$ cat src/sv/hmv_pkg.sv
// ----------------------------------------------------------------------------
// hmv_pkg
// Shared types and constants for the hermitian matrix-vector mac unit.
// ----------------------------------------------------------------------------
package hmv_pkg;

  localparam int MAX_RX  = 4;
  localparam int MAX_TX  = 4;
  localparam int MAX_SC  = 256;
  localparam int Y_DEPTH = MAX_RX * MAX_SC;
  localparam int Y_AW    = $clog2(Y_DEPTH);

  // configuration register indexes
  localparam logic [1:0] REG_RX_USED   = 2'd0;
  localparam logic [1:0] REG_TX_USED   = 2'd1;
  localparam logic [1:0] REG_SC_USED   = 2'd2;
  localparam logic [1:0] REG_FRAC_BITS = 2'd3;

  // product select codes, one per partial product of conj(h)*y
  localparam logic [1:0] PSEL_HR_YR = 2'd0;
  localparam logic [1:0] PSEL_HI_YI = 2'd1;
  localparam logic [1:0] PSEL_HR_YI = 2'd2;
  localparam logic [1:0] PSEL_HI_YR = 2'd3;

  typedef enum logic [1:0] {
    S_IDLE,
    S_MUL,
    S_ADD,
    S_EMIT
  } state_t;

  typedef struct packed {
    logic       mul_en;
    logic [1:0] mul_sel;
    logic       acc_clr;
  } mac_ctrl_t;

endpackage

$ cat src/sv/hmv_mac.sv
// ----------------------------------------------------------------------------
// hmv_mac
// Shared 32x32 multiplier, 64-bit wrapping accumulators and shift/saturate.
// ----------------------------------------------------------------------------
module hmv_mac (
  input  logic                clk,
  input  logic                rst,
  input  hmv_pkg::mac_ctrl_t  ctrl,
  input  logic signed [31:0]  h_re,
  input  logic signed [31:0]  h_im,
  input  logic signed [31:0]  y_re,
  input  logic signed [31:0]  y_im,
  input  logic [4:0]          frac_bits,
  output logic signed [31:0]  sum_re,
  output logic signed [31:0]  sum_im
);

  logic signed [31:0] ma;
  logic signed [31:0] mb;
  logic signed [63:0] prod;
  logic               prod_valid;
  logic [1:0]         prod_sel;
  logic [63:0]        acc_real;
  logic [63:0]        acc_imag;

  function automatic logic signed [31:0] shift_sat(input logic [63:0] u,
                                                   input logic [4:0]  f);
    logic signed [63:0] s;
    logic signed [31:0] r;
    s = $signed(u) >>> f;
    if (s > 64'sh0000_0000_7FFF_FFFF) begin
      r = 32'sh7FFF_FFFF;
    end else if (s < -64'sh0000_0000_8000_0000) begin
      r = -32'sh8000_0000;
    end else begin
      r = s[31:0];
    end
    return r;
  endfunction

  always_comb begin
    case (ctrl.mul_sel)
      hmv_pkg::PSEL_HR_YR: begin ma = h_re; mb = y_re; end
      hmv_pkg::PSEL_HI_YI: begin ma = h_im; mb = y_im; end
      hmv_pkg::PSEL_HR_YI: begin ma = h_re; mb = y_im; end
      default:             begin ma = h_im; mb = y_re; end
    endcase
  end

  always_ff @(posedge clk) begin
    if (ctrl.mul_en) begin
      prod     <= ma * mb;
      prod_sel <= ctrl.mul_sel;
    end
  end

  always_ff @(posedge clk) begin
    if (rst) begin
      prod_valid <= 1'b0;
      acc_real   <= '0;
      acc_imag   <= '0;
    end else begin
      prod_valid <= ctrl.mul_en;
      if (ctrl.acc_clr) begin
        acc_real <= '0;
        acc_imag <= '0;
      end else if (prod_valid) begin
        case (prod_sel)
          hmv_pkg::PSEL_HR_YR,
          hmv_pkg::PSEL_HI_YI: acc_real <= acc_real + prod;
          hmv_pkg::PSEL_HR_YI: acc_imag <= acc_imag + prod;
          default:             acc_imag <= acc_imag - prod;
        endcase
      end
    end
  end

  assign sum_re = shift_sat(acc_real, frac_bits);
  assign sum_im = shift_sat(acc_imag, frac_bits);

endmodule

$ cat config.mk
export PLATFORM = sky130hd
export DESIGN_NAME = hmv_mac
export DESIGN_NICKNAME = d
export VERILOG_FILES = /design/src/sv/hmv_pkg.sv /design/src/sv/hmv_mac.sv
export SDC_FILE = /design/constraint.sdc
export NUM_CORES = 2
export LEC_CHECK = 0
export ABC_AREA = 1
export BUFFER_PORTS_ARGS = -buffer_cell sky130_fd_sc_hd__buf_4
export CORE_ASPECT_RATIO = 2
export CORE_MARGIN = 5
export CORE_UTILIZATION = 60
export DETAILED_ROUTE_END_ITERATION = 12
export MAX_ROUTING_LAYER = met4
export PLACE_DENSITY = 0.8
export SLEW_MARGIN = 25
export SYNTH_ARGS = -nofsm -noshare
export SYNTH_HDL_FRONTEND = slang
export SYNTH_SLANG_ARGS = --single-unit
$ cat constraint.sdc
create_clock -name clk -period 7.88 [get_ports clk]
set_input_delay 0.394 -clock clk [delete_from_list [all_inputs] [get_ports clk]]
set_output_delay 0.394 -clock clk [all_outputs]
set_load 0.005 [all_outputs]
==> metrics.md, run 1 <==
| Metric | Value |
|---|---|
| Main synth FF type | dfxtp_1 |
| Post-synth cell types | 54 |
| Post-synth top area cell | fa_1 |
| Detailed placement HPWL | 253 mm |
| Cell Area, Synth | 0.0620 mm^2 |
| Seq cells post-synth | 195 |
| I/O pins | 203 |
| All-Layer GR Usage | 64.3% |
| Num CTS Buffers | 17 |
| Post-Syn Nets | 10.4k |
| Err | [ERROR GRT-0116] Global routing finished with congestion. Check the congestion regions in the DRC Viewer. |
| Asr flop ratio synth | 0% |
| Synth warn | 0 |
| Clk root buf | clkbuf_16 |
| Failing step | global routing (5_1_grt) |
| Total gr overflow | 206 |
| Starting Density | 60.5% |
| Vias in the first global route | 76.0k |
| Multiplexer area fraction after synthesis | 0.551% |
| I/O Buffers | 202 |
| Global-route wire length before repair | 511 mm |
| Max clock buf depth | 2 |
| Largest family of logic cells by synthesized area | adder cells |
| Synth Area in Compound Gates | 9.55% |
| Largest cells by area after synthesis | fa_1 35%, nand2_1 12%, inv_1 10% |
| Top post-synthesis cells by count | 1959 x nand2_1, 1685 x inv_1, 1179 x nor2_1 |
| Post-synthesis simple-gate area fraction | 25.8% |
| Routability Congestion | 1.30 |
| Top-count cell post-synth | nand2_1 |
| Maximum number of pins on one net before global-route repair | 100 |
| Sequential area share after synthesis | 7.36% |
| Status | aborted with a tool error |
| Post-Synth XOR/XNOR Area | 2.67% |
| Rows | 166 |
| H-Tree Depth | 4 |
| Die Wd | 237 um |
| Post-synth top area share | 35.0% |
| Post-Synth Adder-Cell Area | 41.3% |
| Syn avg cell area | 6.97 um^2 |
| TritonCTS Sinks | 195 |
| Post-synth EDFFs | 66 |
| Syn Inst Count | 8894 |
| Die height | 465 um |
logic make-up after synthesis:
logic type      count (synthesis)
mux                            34
xor+xnor                      189
flops                         195
buf+inv                      2054
fa+ha+maj                    1397
compound gates               1086
simple gates                 3939
per-layer routing:
layer	GRT usage, %	GRT overflow
met1	56.1	1
met2	90.1	147
met3	34.3	0
met4	74.9	58
met5	-	-
stage by stage:
stage | util (%) | cell area (um^2) | instances | setup TNS, ps | worst slack, ps
floorplan | - | 62300 | 8894 | -37.2 | -37.2
global placement | 69.1 | 70800 | 10869 | -20140 | -948
detailed placement | 69.1 | 70800 | 10869 | -25970 | -1080
CTS | 70.0 | 71700 | 10913 | 0 | 2.92
repair_timing:
item | CTS
setup endpoints to repair | 30
hold buffers | 0
gates cloned | 2
pin swaps | 11
resized for setup | 59
setup buffers | 10
==> run 2, diff against run 1 <==
Settings changed: CORE_ASPECT_RATIO 2 to not set, CORE_UTILIZATION 60 to 40, MAX_ROUTING_LAYER met4 to not set, PLACE_DENSITY 0.8 to not set, PLACE_DENSITY_LB_ADDON set to 0.15.
Clock period 7.88 ns to 10.2 ns, I/O delays scaled along.
==> run 2 against run 1 <==
Effect of this change:
- the flow now finishes without violations
- area after synthesis is the same
- synthesized cell count stayed put
==> metrics.md, run 2 <==
| Metric | Value |
|---|---|
| Status | complete, no violations |
| All-Layer GR Usage | 32.5% |
| Fin nets | 10.5k |
| Post-synth EDFFs | 66 |
| H-Tree Depth | 4 |
| Initial antenna violation count | 3 |
| CORE AREA | 0.154 mm^2 |
| Top post-synthesis cells by count | 1959 x nand2_1, 1685 x inv_1, 1179 x nor2_1 |
| Critical path's slowest cell | o21ai_0 |
| Post-Syn Nets | 10.4k |
| Reg2Reg Depth | 26 |
| Latest clock arrival within the worst-skew pair | 540 ps |
| Slew @ Worst Pin | 1160 ps |
| Routed Antenna Nets | 0 |
| Slew Limit Headroom | 23.0% |
| Final WS setup | 1020 ps |
| Final setup fails | 0 |
| Main synth FF type | dfxtp_1 |
| Biggest regs | acc_imag (64), acc_real (64), prod (64) |
| Post-Route Setup TNS | 0 ps |
| Sequential area share after synthesis | 7.36% |
| Crit path DAT | 9490 ps |
| Starting Density | 40.2% |
| Post-synth top area share | 35.0% |
| Min cycle time layout | 9180 ps |
| Max clock buf depth | 2 |
| Commonest non-fill, non-tap cell in the layout | nand2_1 |
| Post-synth top area cell | fa_1 |
| DRT Pass-1 Iters | 8 |
| CTS tree | yes |
| Worst Hold Launch | rst |
| I/O pins | 203 |
| Die Wd | 404 um |
| Vias | 59.4k |
| Final hold violation count | 0 |
| Setup crit end kind | register |
| Number of fill cells in the layout | 16.5k |
| Worst Path Buf+Inv | 10 |
| Period utilization | 90.0% |
| Layout cells sized above 1 | 5.69% |
| CTS Hold Buffers Added | 0 |
| Vias in the first global route | 60.8k |
| Most used cell, CP | fa_1 |
| Total gr overflow | 0 |
| Routability Congestion | 1.01 |
| R2r setup slk | 4500 ps |
| Seq cells post-synth | 195 |
| Largest cells by area after synthesis | fa_1 35%, nand2_1 12%, inv_1 10% |
| Max-slew violation count | 0 |
| Maximum number of pins on one net before global-route repair | 95 |
| Worst clock skew | 19.1 ps |
| Hold depth | 2 |
| Dpl ws | 542 ps |
| TritonCTS Sinks | 195 |
| Top-count cell post-synth | nand2_1 |
| Die height | 404 um |
| Worst Hold Class | primary input to register |
| Kind of critical path | primary input to register |
| Global-route wire length before repair | 397 mm |
| Post-synth cell types | 54 |
| I/O Buffers | 202 |
| Rows | 144 |
| WL final | 265 mm |
| WHS Endpoint | prod_valid |
| Area added between synthesis and finish | 7.37% |
| Top delay family on crit path | adder cells |
| DR vias/cell | 5.41 |
| Fmax | 0.109 GHz |
| Reg2reg start | prod[1] |
| CP max stage delay | 730 ps |
| Syn Inst Count | 8894 |
| 1st-iter DRT viols | 5349 |
| Drt wl/cell | 24.1 um |
| Worst-path maximum fanout | 30 |
| Syn avg cell area | 6.97 um^2 |
| RSZ-0062 raised after global routing | no |
| CTS clk-pin slew, worst paths | 90 ps |
| Post-cts sizing count | 0 |
| DRC viols | 0 |
| Post-CTS Setup Repair Bufs | 0 |
| Worst EP required | 10500 ps |
| Detailed placement HPWL | 229 mm |
| Most frequent cells in the layout | 1957 x nand2_1, 1681 x inv_1, 1176 x nor2_1 |
| Synth warn | 0 |
| R2r endpoint | acc_imag[60] |
| Cell Area, Synth | 0.0620 mm^2 |
| Num CTS Buffers | 17 |
| Max-cap viol count | 0 |
| Asr flop ratio synth | 0% |
| Startpoint Class | primary input |
| Clk root buf | clkbuf_16 |
| Die area | 0.163 mm^2 |
run 2: cell counts after synthesis:
No cell type changed its count.
run 2: layout make-up:
| cell class | count | area, um^2 | area share [%] |
|---|---|---|---|
| Antenna cell | 3 | 7.51 | 0.0113 |
| Clock buffer | 17 | 425 | 0.639 |
| Clock inverter | 15 | 154 | 0.231 |
| Inverter | 1704 | 6400 | 9.62 |
| Multi-Input combinational cell | 6645 | 49700 | 74.6 |
| Sequential cell | 195 | 4560 | 6.86 |
| Tap cell | 2044 | 2560 | 3.84 |
| Timing Repair Buffer | 365 | 2780 | 4.17 |
run 2: worst max-delay path by stage:
| stage | startpoint | endpoint | slack, ps | depth (start not counted) |
|---|---|---|---|---|
| 2_1_floorplan | ctrl[1] | prod[58] | 1510 | 29 |
| 3_3_place_gp | ctrl[1] | prod[61] | 300 | 31 |
| 3_5_place_dp | ctrl[1] | prod[57] | 540 | 31 |
| 4_1_cts | ctrl[1] | prod[57] | 1110 | 31 |
| 5_1_grt | ctrl[2] | prod[57] | 600 | 32 |
| 6_report | ctrl[1] | prod[57] | 1020 | 31 |
run 2: stage by stage:
step / instances / hold slack, ps / util, % / area, um^2
global placement: 10953 / 502 / 42.8 / 66000
detailed placement: 10953 / 502 / 42.8 / 66000
finish: 10988 / 145 / 43.2 / 66600
floorplan: 8894 / 483 / - / 62000
global route: 10985 / 133 / 43.2 / 66500
CTS: 10985 / 100 / 43.2 / 66500
run 2: cell families (layout without fill, tap and decap cells):
kind of cell | after synthesis | in the layout | share of synthesized area (%)
compound gates | 1086 | 1086 | 9.55
xor+xnor | 189 | 189 | 2.67
fa+ha+maj | 1397 | 1397 | 41.3
buf+inv | 2054 | 2101 | 12.8
flops | 195 | 195 | 7.36
mux | 34 | 34 | 0.551
other cells | 0 | 3 | 0
simple gates | 3939 | 3939 | 25.8
run 2: worst reg2reg max path: stages, from the launching register on:
cell,delay (ps)
edfxtp_1,430
inv_1,310
ha_1,260
nand3_1,150
nor2_1,260
nand2_1,110
nor2_1,460
nand2_1,200
nor2_1,300
nor2_1,120
a21oi_1,280
o21ai_0,170
xor2_1,430
ha_1,280
nand2_1,120
nor2_1,130
inv_1,120
nor2_1,150
inv_1,120
nor3_1,320
nand2_1,90
nand2_1,180
nand3_1,250
nand3_1,150
nand3_1,90
nand2_1,90
inv_1,30
run 2: layer usage:
layer	vias to the layer above	share of wire [%]	global-route usage [%]
met5	-	0	0
met4	0	5.4	14.6
met3	446	6.4	4.45
met2	2122	45	52.3
met1	29511	43	43.8
li1	27315	-	-
Power of run 2 is not shown: default switching activity piles up to over one toggle a cycle in this logic, so the estimate is an artifact.
